## config.mk

```make
export PLATFORM = sky130hd
export DESIGN_NAME = infix_expression_evaluator_flat
export DESIGN_NICKNAME = d
export VERILOG_FILES = /design/src/rtl/iee_pkg.sv /design/src/rtl/iee_if.sv /design/src/rtl/iee_ram.sv /design/src/rtl/infix_expression_evaluator.sv /design/src/flat_wrapper.sv
export VERILOG_INCLUDE_DIRS = /design/src /design/src/rtl
export SDC_FILE = /design/constraint.sdc
export NUM_CORES = 2
export LEC_CHECK = 0
export ABC_AREA = 1
export BUFFER_PORTS_ARGS = -buffer_cell sky130_fd_sc_hd__buf_2
export CAP_MARGIN = 15
export CORE_MARGIN = 8
export CORE_UTILIZATION = 25
export CTS_BUF_LIST = sky130_fd_sc_hd__clkbuf_4
export CTS_CLUSTER_DIAMETER = 120
export DETAILED_ROUTE_END_ITERATION = 6
export PLACE_DENSITY_LB_ADDON = 0.08
export SKIP_LAST_GASP = 1
export SLEW_MARGIN = 10
export SYNTH_ARGS = -nofsm -noshare
export SYNTH_HDL_FRONTEND = slang
export SYNTH_SLANG_ARGS = --single-unit
```

## constraint.sdc

```tcl
create_clock -name clk -period 7.6 [get_ports clk]
set_input_delay 0.38 -clock clk [delete_from_list [all_inputs] [get_ports clk]]
set_output_delay 0.38 -clock clk [all_outputs]
set_load 0.03 [all_outputs]
```

## src/rtl/infix_expression_evaluator_macros.svh

```systemverilog
// Assertion macros for the infix expression evaluator
`ifndef INFIX_EXPRESSION_EVALUATOR_MACROS_SVH
`define INFIX_EXPRESSION_EVALUATOR_MACROS_SVH
// Assert that a condition implies a consequence in the same cycle
`define IEE_ASSERT_IMP(label, ante, cons) \
    label: assert property (@(posedge clk) disable iff (!rst_n) (ante) |-> (cons)) \
        else $error("assertion failed");
// Assert that a condition implies a consequence in the next cycle
`define IEE_ASSERT_NEXT(label, ante, cons) \
    label: assert property (@(posedge clk) disable iff (!rst_n) (ante) |=> (cons)) \
        else $error("assertion failed");
`endif

```

## src/rtl/iee_pkg.sv

```systemverilog
// ----------------------------------------------------------------------------
// iee_pkg
// Types and constants shared by the infix expression evaluator.
// ----------------------------------------------------------------------------
package iee_pkg;
    localparam logic [2:0] OP_ADD  = 3'd0;
    localparam logic [2:0] OP_SUB  = 3'd1;
    localparam logic [2:0] OP_MUL  = 3'd2;
    localparam logic [2:0] OP_DIV  = 3'd3;
    localparam logic [2:0] OP_LPAR = 3'd4;

    localparam logic [7:0] CH_ZERO  = 8'd48;
    localparam logic [7:0] CH_NINE  = 8'd57;
    localparam logic [7:0] CH_LPAR  = 8'd40;
    localparam logic [7:0] CH_RPAR  = 8'd41;
    localparam logic [7:0] CH_MUL   = 8'd42;
    localparam logic [7:0] CH_ADD   = 8'd43;
    localparam logic [7:0] CH_SUB   = 8'd45;
    localparam logic [7:0] CH_DIV   = 8'd47;

    localparam logic [1:0] ST_OK   = 2'd0;
    localparam logic [1:0] ST_DIV0 = 2'd1;
    localparam logic [1:0] ST_BAD  = 2'd2;

    typedef logic [2:0] op_code_t;
endpackage

```

## src/rtl/iee_if.sv

```systemverilog
// ----------------------------------------------------------------------------
// iee_in_if / iee_out_if
// Valid/ready channels of the infix expression evaluator.
// ----------------------------------------------------------------------------
interface iee_in_if;
    logic       valid;
    logic       ready;
    logic [7:0] symbol;
    logic       end_mark;
    modport source (output valid, output symbol, output end_mark, input ready);
    modport sink   (input valid, input symbol, input end_mark, output ready);
endinterface

interface iee_out_if;
    logic               valid;
    logic               ready;
    logic signed [31:0] value;
    logic [1:0]         status;
    modport source (output valid, output value, output status, input ready);
    modport sink   (input valid, input value, input status, output ready);
endinterface

```

## src/rtl/iee_ram.sv

```systemverilog
// ----------------------------------------------------------------------------
// iee_ram
// Generic simple dual-port RAM (one write port, one read port) with registered read.
// ----------------------------------------------------------------------------
module iee_ram #(
    parameter int WIDTH = 32,
    parameter int DEPTH = 16
) (
    input  logic                     clk,
    input  logic                     we,
    input  logic [$clog2(DEPTH)-1:0] waddr,
    input  logic [WIDTH-1:0]         wdata,
    input  logic [$clog2(DEPTH)-1:0] raddr,
    output logic [WIDTH-1:0]         rdata
);
    logic [WIDTH-1:0] mem [DEPTH];

    always_ff @(posedge clk)
    begin
        if (we)
        begin
            mem[waddr] <= wdata;
        end
        rdata <= mem[raddr];
    end
endmodule

```

## src/rtl/infix_expression_evaluator.sv

```systemverilog
// ----------------------------------------------------------------------------
// infix_expression_evaluator
// Two-stack infix evaluator driven by a small sequencer and one shared
// arithmetic unit (adder, 32x32 multiplier, bit-serial divider).
// ----------------------------------------------------------------------------
// Usage:
//   in  : one ASCII character per transfer (symbol); end_mark=1 ends the
//         expression and yields one transfer on out (value, status).
//   out : value is the top of the value stack after the final reduction,
//         status 0 ok, 1 divide by zero, 2 malformed or overflow.
// Sequencing:
//   Each character is taken in S_IDLE and decoded in S_DISP. A reduction
//   reads the operator stack, then b and a from the value stack, executes and
//   pushes the result; the shared divider makes one quotient bit per cycle.
//   in.ready is low while a character is being worked on.
// Reset:
//   Clears counts, accumulator and flags; stack contents stay undefined.
// Stall:
//   A result waits in the output register until taken; the next character is
//   accepted meanwhile, and the next result waits until the first is gone.
// ----------------------------------------------------------------------------
`include "infix_expression_evaluator_macros.svh"

module infix_expression_evaluator
    import iee_pkg::*;
#(
    parameter int STACK_DEPTH = 16,
    parameter int VALUE_WIDTH = 32
) (
    input  logic clk,
    input  logic rst_n,
    iee_in_if.sink    in_ch,
    iee_out_if.source out_ch
);
    localparam int AW = (STACK_DEPTH > 1) ? $clog2(STACK_DEPTH) : 1;
    localparam int CW = $clog2(STACK_DEPTH + 1);
    localparam int VW = VALUE_WIDTH;
    localparam int DCW = $clog2(VW + 1);
    localparam logic [CW-1:0] FULL = CW'(STACK_DEPTH);

    localparam logic [3:0] S_IDLE   = 4'd0;
    localparam logic [3:0] S_DISP   = 4'd1;
    localparam logic [3:0] S_LOOP   = 4'd2;
    localparam logic [3:0] S_RD_OP  = 4'd3;
    localparam logic [3:0] S_CHK    = 4'd4;
    localparam logic [3:0] S_RD_B   = 4'd5;
    localparam logic [3:0] S_RD_A   = 4'd6;
    localparam logic [3:0] S_EXEC   = 4'd7;
    localparam logic [3:0] S_DIV    = 4'd8;
    localparam logic [3:0] S_PUSHR  = 4'd9;
    localparam logic [3:0] S_FINAL  = 4'd10;
    localparam logic [3:0] S_FRD    = 4'd11;
    localparam logic [3:0] S_EMIT   = 4'd12;
    localparam logic [3:0] S_PUSHOP = 4'd13;

    logic [3:0]    state_reg, state_next;
    logic [CW-1:0] vcnt_reg, vcnt_next, ocnt_reg, ocnt_next;
    logic [VW-1:0] acc_reg, acc_next;
    logic          innum_reg, innum_next;
    logic [1:0]    err_reg, err_next;
    logic [7:0]    sym_reg, sym_next;
    logic          endm_reg, endm_next;
    op_code_t      cur_reg, cur_next;
    op_code_t      top_reg, top_next;
    logic [VW-1:0] a_reg, a_next, b_reg, b_next;
    logic [VW-1:0] r_reg, r_next;
    logic [VW-1:0] rem_reg, rem_next;
    logic [VW-1:0] quo_reg, quo_next;
    logic [DCW-1:0] dcnt_reg, dcnt_next;
    logic          neg_reg, neg_next;
    logic          ov_reg, ov_next;
    logic [31:0]   oval_reg, oval_next;
    logic [1:0]    ost_reg, ost_next;

    logic           v_we, o_we;
    logic [AW-1:0]  v_wa, v_ra, o_wa, o_ra;
    logic [VW-1:0]  v_wd, v_rd;
    op_code_t       o_wd, o_rd;

    logic [VW-1:0]   mul_lo;
    logic [VW:0]     trial;
    logic [VW-1:0]   rem_sh;
    logic            is_digit, is_op;
    op_code_t        sym_op;

    iee_ram #(.WIDTH(VW), .DEPTH(STACK_DEPTH)) u_vstack (
        .clk(clk), .we(v_we), .waddr(v_wa), .wdata(v_wd), .raddr(v_ra), .rdata(v_rd)
    );
    iee_ram #(.WIDTH(3), .DEPTH(STACK_DEPTH)) u_ostack (
        .clk(clk), .we(o_we), .waddr(o_wa), .wdata(o_wd), .raddr(o_ra), .rdata(o_rd)
    );

    assign in_ch.ready  = (state_reg == S_IDLE);
    assign out_ch.valid = ov_reg;
    assign out_ch.value = oval_reg;
    assign out_ch.status = ost_reg;

    assign is_digit = (sym_reg >= CH_ZERO) && (sym_reg <= CH_NINE);
    assign is_op = (sym_reg == CH_ADD) || (sym_reg == CH_SUB) ||
                   (sym_reg == CH_MUL) || (sym_reg == CH_DIV);
    always_comb
    begin
        case (sym_reg)
            CH_ADD:  sym_op = OP_ADD;
            CH_SUB:  sym_op = OP_SUB;
            CH_MUL:  sym_op = OP_MUL;
            default: sym_op = OP_DIV;
        endcase
    end

    // shared multiplier: acc*10 (digit added after) or a*b, low VW bits
    always_comb
    begin
        if (state_reg == S_EXEC)
        begin
            mul_lo = a_reg * b_reg;
        end
        else
        begin
            mul_lo = acc_reg * VW'(10);
        end
    end

    assign rem_sh = {rem_reg[VW-2:0], quo_reg[VW-1]};
    assign trial  = {1'b0, rem_sh} - {1'b0, b_reg};

    always_comb
    begin
        state_next = state_reg;
        vcnt_next = vcnt_reg;
        ocnt_next = ocnt_reg;
        acc_next = acc_reg;
        innum_next = innum_reg;
        err_next = err_reg;
        sym_next = sym_reg;
        endm_next = endm_reg;
        cur_next = cur_reg;
        top_next = top_reg;
        a_next = a_reg;
        b_next = b_reg;
        r_next = r_reg;
        rem_next = rem_reg;
        quo_next = quo_reg;
        dcnt_next = dcnt_reg;
        neg_next = neg_reg;
        ov_next = ov_reg;
        oval_next = oval_reg;
        ost_next = ost_reg;
        v_we = 1'b0;
        v_wa = vcnt_reg[AW-1:0];
        v_wd = acc_reg;
        v_ra = vcnt_reg[AW-1:0] - AW'(1);
        o_we = 1'b0;
        o_wa = ocnt_reg[AW-1:0];
        o_wd = cur_reg;
        o_ra = ocnt_reg[AW-1:0] - AW'(1);

        if (ov_reg && out_ch.ready)
        begin
            ov_next = 1'b0;
        end

        case (state_reg)
            S_IDLE:
            begin
                if (in_ch.valid)
                begin
                    sym_next = in_ch.symbol;
                    endm_next = in_ch.end_mark;
                    state_next = S_DISP;
                end
            end
            S_DISP:
            begin
                if (!endm_reg && is_digit)
                begin
                    acc_next = mul_lo + VW'(sym_reg - CH_ZERO);
                    innum_next = 1'b1;
                    state_next = S_IDLE;
                end
                else
                begin
                    // flush pending number
                    if (innum_reg)
                    begin
                        if (vcnt_reg >= FULL)
                        begin
                            err_next[1] = 1'b1;
                        end
                        else
                        begin
                            v_we = 1'b1;
                            vcnt_next = vcnt_reg + CW'(1);
                        end
                    end
                    innum_next = 1'b0;
                    acc_next = '0;
                    cur_next = sym_op;
                    if (endm_reg || sym_reg == CH_RPAR || is_op)
                    begin
                        state_next = S_LOOP;
                    end
                    else if (sym_reg == CH_LPAR)
                    begin
                        cur_next = OP_LPAR;
                        state_next = S_PUSHOP;
                    end
                    else
                    begin
                        state_next = S_IDLE;
                    end
                end
            end
            S_LOOP:
            begin
                if (ocnt_reg == '0)
                begin
                    if (endm_reg)
                    begin
                        state_next = S_FINAL;
                    end
                    else if (sym_reg == CH_RPAR)
                    begin
                        err_next[1] = 1'b1;
                        state_next = S_IDLE;
                    end
                    else
                    begin
                        state_next = S_PUSHOP;
                    end
                end
                else
                begin
                    state_next = S_RD_OP;
                end
            end
            S_RD_OP:
            begin
                state_next = S_CHK;
            end
            S_CHK:
            begin
                top_next = o_rd;
                if (endm_reg)
                begin
                    state_next = S_RD_B;
                end
                else if (sym_reg == CH_RPAR)
                begin
                    if (o_rd == OP_LPAR)
                    begin
                        ocnt_next = ocnt_reg - CW'(1);
                        state_next = S_IDLE;
                    end
                    else
                    begin
                        state_next = S_RD_B;
                    end
                end
                else
                begin
                    if (o_rd == OP_LPAR ||
                        ((cur_reg == OP_MUL || cur_reg == OP_DIV) &&
                         (o_rd == OP_ADD || o_rd == OP_SUB)))
                    begin
                        state_next = S_PUSHOP;
                    end
                    else
                    begin
                        state_next = S_RD_B;
                    end
                end
                if (state_next == S_RD_B)
                begin
                    ocnt_next = ocnt_reg - CW'(1);
                    if (o_rd == OP_LPAR || vcnt_reg < CW'(2))
                    begin
                        err_next[1] = 1'b1;
                        state_next = S_LOOP;
                    end
                    else
                    begin
                        v_ra = vcnt_reg[AW-1:0] - AW'(1);
                    end
                end
            end
            S_RD_B:
            begin
                v_ra = vcnt_reg[AW-1:0] - AW'(2);
                b_next = v_rd;
                state_next = S_RD_A;
            end
            S_RD_A:
            begin
                a_next = v_rd;
                vcnt_next = vcnt_reg - CW'(2);
                state_next = S_EXEC;
            end
            S_EXEC:
            begin
                state_next = S_PUSHR;
                case (top_reg)
                    OP_ADD: r_next = a_reg + b_reg;
                    OP_SUB: r_next = a_reg - b_reg;
                    OP_MUL: r_next = mul_lo;
                    default:
                    begin
                        if (b_reg == '0)
                        begin
                            err_next[0] = 1'b1;
                            r_next = '1;
                        end
                        else
                        begin
                            neg_next = a_reg[VW-1] ^ b_reg[VW-1];
                            quo_next = a_reg[VW-1] ? (VW'(0) - a_reg) : a_reg;
                            b_next = b_reg[VW-1] ? (VW'(0) - b_reg) : b_reg;
                            rem_next = '0;
                            dcnt_next = DCW'(VW);
                            state_next = S_DIV;
                        end
                    end
                endcase
            end
            S_DIV:
            begin
                if (dcnt_reg == '0)
                begin
                    r_next = neg_reg ? (VW'(0) - quo_reg) : quo_reg;
                    state_next = S_PUSHR;
                end
                else
                begin
                    if (!trial[VW])
                    begin
                        rem_next = trial[VW-1:0];
                    end
                    else
                    begin
                        rem_next = rem_sh;
                    end
                    quo_next = {quo_reg[VW-2:0], ~trial[VW]};
                    dcnt_next = dcnt_reg - DCW'(1);
                end
            end
            S_PUSHR:
            begin
                // two values were popped, so room always exists
                v_we = 1'b1;
                v_wd = r_reg;
                vcnt_next = vcnt_reg + CW'(1);
                state_next = S_LOOP;
            end
            S_PUSHOP:
            begin
                if (ocnt_reg >= FULL)
                begin
                    err_next[1] = 1'b1;
                end
                else
                begin
                    o_we = 1'b1;
                    ocnt_next = ocnt_reg + CW'(1);
                end
                state_next = S_IDLE;
            end
            S_FINAL:
            begin
                state_next = S_FRD;
            end
            S_FRD:
            begin
                if (!ov_next)
                begin
                    state_next = S_EMIT;
                end
            end
            S_EMIT:
            begin
                if (vcnt_reg == '0)
                begin
                    oval_next = '0;
                    err_next[1] = 1'b1;
                end
                else
                begin
                    oval_next = 32'(v_rd);
                end
                ost_next = (err_next[1]) ? ST_BAD : (err_next[0] ? ST_DIV0 : ST_OK);
                ov_next = 1'b1;
                vcnt_next = '0;
                ocnt_next = '0;
                acc_next = '0;
                innum_next = 1'b0;
                err_next = '0;
                state_next = S_IDLE;
            end
            default:
            begin
                state_next = S_IDLE;
            end
        endcase
    end

    always_ff @(posedge clk or negedge rst_n)
    begin
        if (!rst_n)
        begin
            state_reg <= S_IDLE;
            vcnt_reg <= '0;
            ocnt_reg <= '0;
            acc_reg <= '0;
            innum_reg <= 1'b0;
            err_reg <= '0;
            ov_reg <= 1'b0;
        end
        else
        begin
            state_reg <= state_next;
            vcnt_reg <= vcnt_next;
            ocnt_reg <= ocnt_next;
            acc_reg <= acc_next;
            innum_reg <= innum_next;
            err_reg <= err_next;
            ov_reg <= ov_next;
        end
    end

    always_ff @(posedge clk)
    begin
        sym_reg <= sym_next;
        endm_reg <= endm_next;
        cur_reg <= cur_next;
        top_reg <= top_next;
        a_reg <= a_next;
        b_reg <= b_next;
        r_reg <= r_next;
        rem_reg <= rem_next;
        quo_reg <= quo_next;
        dcnt_reg <= dcnt_next;
        neg_reg <= neg_next;
        oval_reg <= oval_next;
        ost_reg <= ost_next;
    end

    `IEE_ASSERT_IMP(a_cnt_bound, 1'b1, (vcnt_reg <= FULL) && (ocnt_reg <= FULL))
    `IEE_ASSERT_NEXT(a_emit_valid, state_reg == S_EMIT, ov_reg && state_reg == S_IDLE)
    `IEE_ASSERT_IMP(a_status_code, ov_reg, ost_reg != 2'd3)
    `IEE_ASSERT_NEXT(a_div_steps, state_reg == S_DIV && dcnt_reg != '0,
        state_reg == S_DIV && dcnt_reg == $past(dcnt_reg) - DCW'(1))
endmodule
```

## src/flat_wrapper.sv

```systemverilog
// flat-port wrapper written by rule: the top's interface ports become plain ports
module infix_expression_evaluator_flat import iee_pkg::*;
#(
    parameter int STACK_DEPTH = 16,
    parameter int VALUE_WIDTH = 32
)
  (clk, rst_n, in_ch_valid, in_ch_symbol, in_ch_end_mark, in_ch_ready, out_ch_valid, out_ch_value, out_ch_status, out_ch_ready);
  iee_in_if in_ch_i ();
  iee_out_if out_ch_i ();
  input  logic clk;
  input  logic rst_n;
  input wire logic [$bits(in_ch_i.valid)-1:0] in_ch_valid;
  input wire logic [$bits(in_ch_i.symbol)-1:0] in_ch_symbol;
  input wire logic [$bits(in_ch_i.end_mark)-1:0] in_ch_end_mark;
  output wire logic [$bits(in_ch_i.ready)-1:0] in_ch_ready;
  output wire logic [$bits(out_ch_i.valid)-1:0] out_ch_valid;
  output wire logic [$bits(out_ch_i.value)-1:0] out_ch_value;
  output wire logic [$bits(out_ch_i.status)-1:0] out_ch_status;
  input wire logic [$bits(out_ch_i.ready)-1:0] out_ch_ready;
  assign in_ch_i.valid = in_ch_valid;
  assign in_ch_i.symbol = in_ch_symbol;
  assign in_ch_i.end_mark = in_ch_end_mark;
  assign in_ch_ready = in_ch_i.ready;
  assign out_ch_valid = out_ch_i.valid;
  assign out_ch_value = out_ch_i.value;
  assign out_ch_status = out_ch_i.status;
  assign out_ch_i.ready = out_ch_ready;
  infix_expression_evaluator #(.STACK_DEPTH(STACK_DEPTH), .VALUE_WIDTH(VALUE_WIDTH)) u_core (.clk(clk), .rst_n(rst_n), .in_ch(in_ch_i), .out_ch(out_ch_i));
endmodule
```

# Word level (Yosys, flattened, before mapping)
# Memory sizes are Yosys's and may differ from the RTL's. A register that Yosys moved wholly into a read port is not among the register bits.
# Cells that the tools add are included.
# word_totals
ramBits,560
word_cells,232
input_bits,13
output_inout_bits,36
register_bits,265
n_memories,2
# classes
muxes,90
mul,2
bitwise_logic,5
reduce_logical,41
add_sub_neg,16
n_lt_le_gt_ge,5
eq_ne,49
# memory_table
memory,depth,word_bits,rd,rd_ports_with_merged_regs,wr,line,text
u_core.u_vstack.mem,16,32,1,1,1,iee_ram.sv:16,logic [WIDTH-1:0] mem [DEPTH];
u_core.u_ostack.mem,16,3,1,1,1,iee_ram.sv:16,
# op_table
op,count
$mux W32,13
$pmux W32 S2,4
$mux W31,4
$pmux W32 S3,1
$sub A1 B32 Y32 const A,3
$mux W4,17
$add A32 B32 Y32,2
$pmux W31 S2,1
$eq A8 B6 Y1 const B,6
$pmux W4 S12,1
$mux W5,8
$sub A32 B32 Y33,1
$logic_not A32 Y1,1
$mul A32 B3 Y31 const B,1
$mul A32 B32 Y32,1
$sub A32 B32 Y32,1
$mux W1,27
$eq A4 B4 Y1 const B,6
$eq A4 B3 Y1 const B,5
$ne A2 B2 Y1 const B,10
$pmux W5 S4,1
$mux W6,3
$ne A2 B1 Y1 const B,9
$pmux W5 S3,1
43 further kinds,81

# Logic depth before layout (Yosys ltp)
# logic_depth
ltp_word,11
depth_mapped,44
ltp_nobuf,42

# Modules after synthesis
# From an unflattened synthesis, not the netlist that was laid out.
# hier_totals
cells_unflattened,7498
hier_area_um2,63179.3
# modules_own_cells
mod,seq_area_each_um2,cells_per_inst,n_inst,area_each_um2
infix_expression_evaluator,7707.4,5154,1,38209.1
iee_ram (u_core.u_vstack),16015.4,2120,1,22730.6
iee_ram (u_core.u_ostack),1501.4,224,1,2239.6

# Least setup slack after synthesis
# OpenSTA, ideal clock, no wires.
# synth_timing
path_type,reg-to-reg
from,register u_core.b_reg[3]
to,register u_core.acc_reg[31]
setup_slack_ns,-0.345
setup_ns,0.119
n_path_buf,2
required_ns,7.481
t_arrival_ns,7.826
path_stages_with_launch,41
cell_sequence,edfxtp_1 > clkbuf_1 > clkbuf_1 > nand2_1 > fa_1 > inv_1 > fa_1 > inv_1 > fa_1 > fa_1 > inv_1 > fa_1 > fa_1 > fa_1 > fa_1 > ha_1 > nand2_1 > nor2_1 > [5 not listed] > nand2_1 > inv_1 > o21ai_0 > nand2_1 > inv_1 > ha_1 > nand2_1 > nor3_1 > nand2_1 > inv_1 > a221oi_1 > nand2_1 > nand2_1 > nand2_1 > inv_1 > nand3_1 > nand3_1 > nand2_1
# synth_via
elab_chain_len,5
# synth_lines
item,line,text
"start, declared",infix_expression_evaluator.sv:65,"logic [VW-1:0] a_reg, a_next, b_reg, b_next;"
"start signal, assigned",infix_expression_evaluator.sv:436,b_reg <= b_next;
$mul A32 B32 Y32,infix_expression_evaluator.sv:116,mul_lo = a_reg * b_reg;
$mux W32,infix_expression_evaluator.sv:114,if (state_reg == S_EXEC)
$add A32 B32 Y32,infix_expression_evaluator.sv:177,acc_next = mul_lo + VW'(sym_reg - CH_ZERO);
$mux W32,infix_expression_evaluator.sv:175,if (!endm_reg && is_digit)
$pmux W32 S2,infix_expression_evaluator.sv:163,case (state_reg)
"end signal, assigned",infix_expression_evaluator.sv:422,acc_reg <= acc_next;
"end, declared",infix_expression_evaluator.sv:58,"logic [VW-1:0] acc_reg, acc_next;"
# No other way between the ends.
# A chain may end at the register's enable or synchronous reset.

# Worst setup path in the final report
# layout_timing
from,register u_core.b_reg[2]
to,register u_core.acc_reg[30]
# The elaborated chain is that of the path after synthesis.

==> results.md <==
- Count leader, synth: nand2_1
- Worst-Margin Slew: 1.12 ns
- Critical Path Source: u_core.b_reg[2]
- Share of layout cells above drive strength 1: 0.182
- Detail Placement HPWL: 177000 µm
- Critical path class: flip-flop to flip-flop
- Top sig layer: met5
- Commonest cells in the netlist: 1324 x nand2_1, 1206 x inv_1, 775 x edfxtp_1, 687 x o21ai_0, 545 x a21oi_1
- Routed WL: 242000 µm
- Port Buf Inserts: between 40 and 50
- Setup crit start kind: flip-flop
- Drt initial violations: about 3300
- Sequential area share after synthesis: 0.411
- Vias per cell: roughly 4.6
- Final #Nets: approximately 8000
- First-pass GRT wire length: ~350000 µm
- Post-Syn Area: 61300 µm²
- Synth area leader: edfxtp_1
- Area of the die: approximately 260000 µm²
- Critical path peak fanout: 7
- Netlist cell types: just under 70
- Clock Skew: roughly 0.13 ns
- Post-Syn Area per Cell: between 8 and 9 µm²
- Yosys reg bits: 860
- Synthesized instance count: 6902
- Via Count: 50011
- Routed Antenna Nets: 0
- Post-Synth Adder-Cell Area: 0.195
- Crit path arrival time: 9.08 ns
- Drt wl/cell: 22.2 µm
- Initial Util: 0.250
- CTS max path bufs: 4
- RSZ-0062 raised after global routing: yes
- Top cell type's share of synthesized area: 0.379
- Max-cap viol count: 0
- Total gr overflow: 0
- Synth Area in XOR/XNOR: 0.0187
- Worst-path clk slew: 0.07 ns
- Fill count: around 26000
- Routability cong.: between 0.8 and 0.9
- Failing checks: negative setup slack
- Asr flop ratio synth: 0.0581
- Io pins: 49
- Top_reg_cell synth: edfxtp_1
- Worst endpoint required time: around 8.6 ns
- WL met1: approximately 110000 µm
- Cell mode on critical path: fa_1
- GRT Util Overall: 0.180
- Largest register FFs: between 500 and 600
- Syn Nets: roughly 7600
- Slew Viols, Final: 0
- Synth Area in Simple Gates: 0.144
- DR pass1 iterations: 6
- CP max stage cell: fa_2
- Vias in the first global route: 51255
- Ranking of synthesized cells by area: edfxtp_1 38%, fa_1 13%, nand2_1 8.1%
- Period utilization: 1.06
- YS warnings: 0
- Setup crit end: u_core.acc_reg[30]
- Metal3 WL: roughly 8800 µm
- Crit Reg-Reg Endpoint: u_core.acc_reg[30]
- R2r setup slk: -0.47 ns
- # clock sinks: 860
- Post-synthesis compound-gate area fraction: 0.134
- Largest stage delay, worst path: 0.59 ns
- Final worst setup slack: -0.469 ns
- P&R area growth vs syn: 21.6%
- Post-synth EDFFs: between 700 and 800
- Largest family of logic cells by synthesized area: adder cells
- Largest Register: u_core.u_vstack.mem
- Chip height: ~500 µm
- R2R depth: 36
- Crit. End Element: flip-flop
- Final setup violating endpoints: 16
- Post-route core utilization: 0.304
- Die X: ~510 µm
- Post-route DRC violation count: 0
- Initial antenna violation count: 11
- Rows: approximately 180
- H-tree depth: 5
- CORE AREA: 245000 µm²
- Place WS: -0.868 ns
- Fmax: roughly 120 MHz
- Hold Vio Cnt, Final: 0
- Clock root cell: clkbuf_4
- R2r startpoint: u_core.b_reg[2]
- Status: finished with violations
- Met2 wire length: roughly 120000 µm
- Largest net degree at the start of global routing: about 150
- Tmin final: between 8 and 9 ns
- Worst-Skew Late Latency: around 1.3 ns
- Registers with the most flip-flops: u_core.u_vstack.mem: 512 flops, u_core.u_ostack.mem: 48 flops
- CTS tree: yes
- Class of the worst hold path: input port to flip-flop
- Max-Slew Margin vs Limit: 0.251
- Mux share of post-synthesis cell area: 0.000653
- CTS Buf Count: 278
stage by stage:
step / TNS (ns) / std cells / instance area, µm² / hold slack [ns]
global route: -12.56 / 10912 / 74500 / 0.295
detailed placement: -9.25 / 10370 / 69100 / 0.497
floorplan: 0 / 6902 / 61500 / 0.0844
global placement: -8.76 / 10368 / 69100 / 0.477
finish: -4.51 / 10918 / 74600 / 0.431
CTS: -5.44 / 10892 / 73800 / 0.173
worst min-delay path by stage:
stage | from | to | slack, ns | cells past startpoint
after floorplan | rst_n | u_core.acc_reg[0] | 0.08 | 0
after global placement | u_core.u_vstack.rdata[31] | u_core.a_reg[31] | 0.48 | 0
after detailed placement | u_core.u_vstack.rdata[31] | u_core.a_reg[31] | 0.50 | 0
after CTS | in_ch_valid | u_core.state_reg[2] | 0.17 | 6
after global routing | in_ch_valid | u_core.state_reg[2] | 0.30 | 6
final | in_ch_valid | u_core.state_reg[2] | 0.43 | 6
cell families after synthesis:
logic type / Yosys count
mux: 4
flops: 860
compound gates: 1504
buf+inv: 1548
xor+xnor: 130
fa+ha+maj: 710
simple gates: 2146
placed cells by master, fill, tap and decap left out, types with 19 or more instances in the layout:
cell type / instances
nor4_1: 22
xor2_1: 84
fa_2: 22
a21oi_1: 501
inv_2: 36
nor2_1: 402
o22ai_1: 26
nand2_2: 28
o21ai_1: 85
clkinv_1: 33
inv_1: 1176
dfrtp_1: 50
clkbuf_4: 439
fa_1: 391
nand4_1: 29
dfxtp_1: 35
nand2_1: 1285
nor3_1: 83
nand3_1: 144
dlygate4sd3_1: 23
xnor2_1: 44
buf_12: 42
nor2_4: 23
nand3_2: 22
edfxtp_1: 775
buf_2: 48
nand3b_1: 19
o221ai_1: 46
o32ai_1: 35
or2_2: 20
ha_4: 28
ha_1: 267
o21ai_0: 619
a21oi_2: 29
buf_4: 506
cell type report:
class	count	area [µm²]	area share
Clock buffer	439	3300	0.0442
Timing Repair Buffer	642	5410	0.0726
Tap cell	3220	4030	0.0540
Multi-Input combinational cell	4494	31800	0.426
Inverter	1217	4580	0.0614
Clock inverter	37	220	0.00295
Sequential cell	860	25200	0.338
Antenna cell	9	22.5	0.000302
routing by layer:
layer,vias up,global-route usage
met5,-,0
met4,2,0.0431
met3,305,0.0255
met1,24667,0.239
met2,999,0.310
li1,24038,-
timing repair:
action / CTS / global route
hold buffers: 23 / 0
endpoints found under the hold margin: 72 / 0
cloned: 2 / 0
setup endpoints to repair: 21 / 27
pin swaps: 65 / 77
buffers inserted: 22 / 14
gates resized for setup: 182 / 158
critical path: cells and delay by family, from the launching register on:
kind	cells	cell delay [ns]
flip-flops	1	0.38
buffers and inverters	10	0.93
AND/OR/NAND/NOR	9	0.90
AO/OA/AOI/OAI	7	0.96
adder cells (fa/ha/maj)	10	4.64
Power is not shown: default switching activity piles up to over one toggle a cycle in this logic, so the estimate is an artifact.
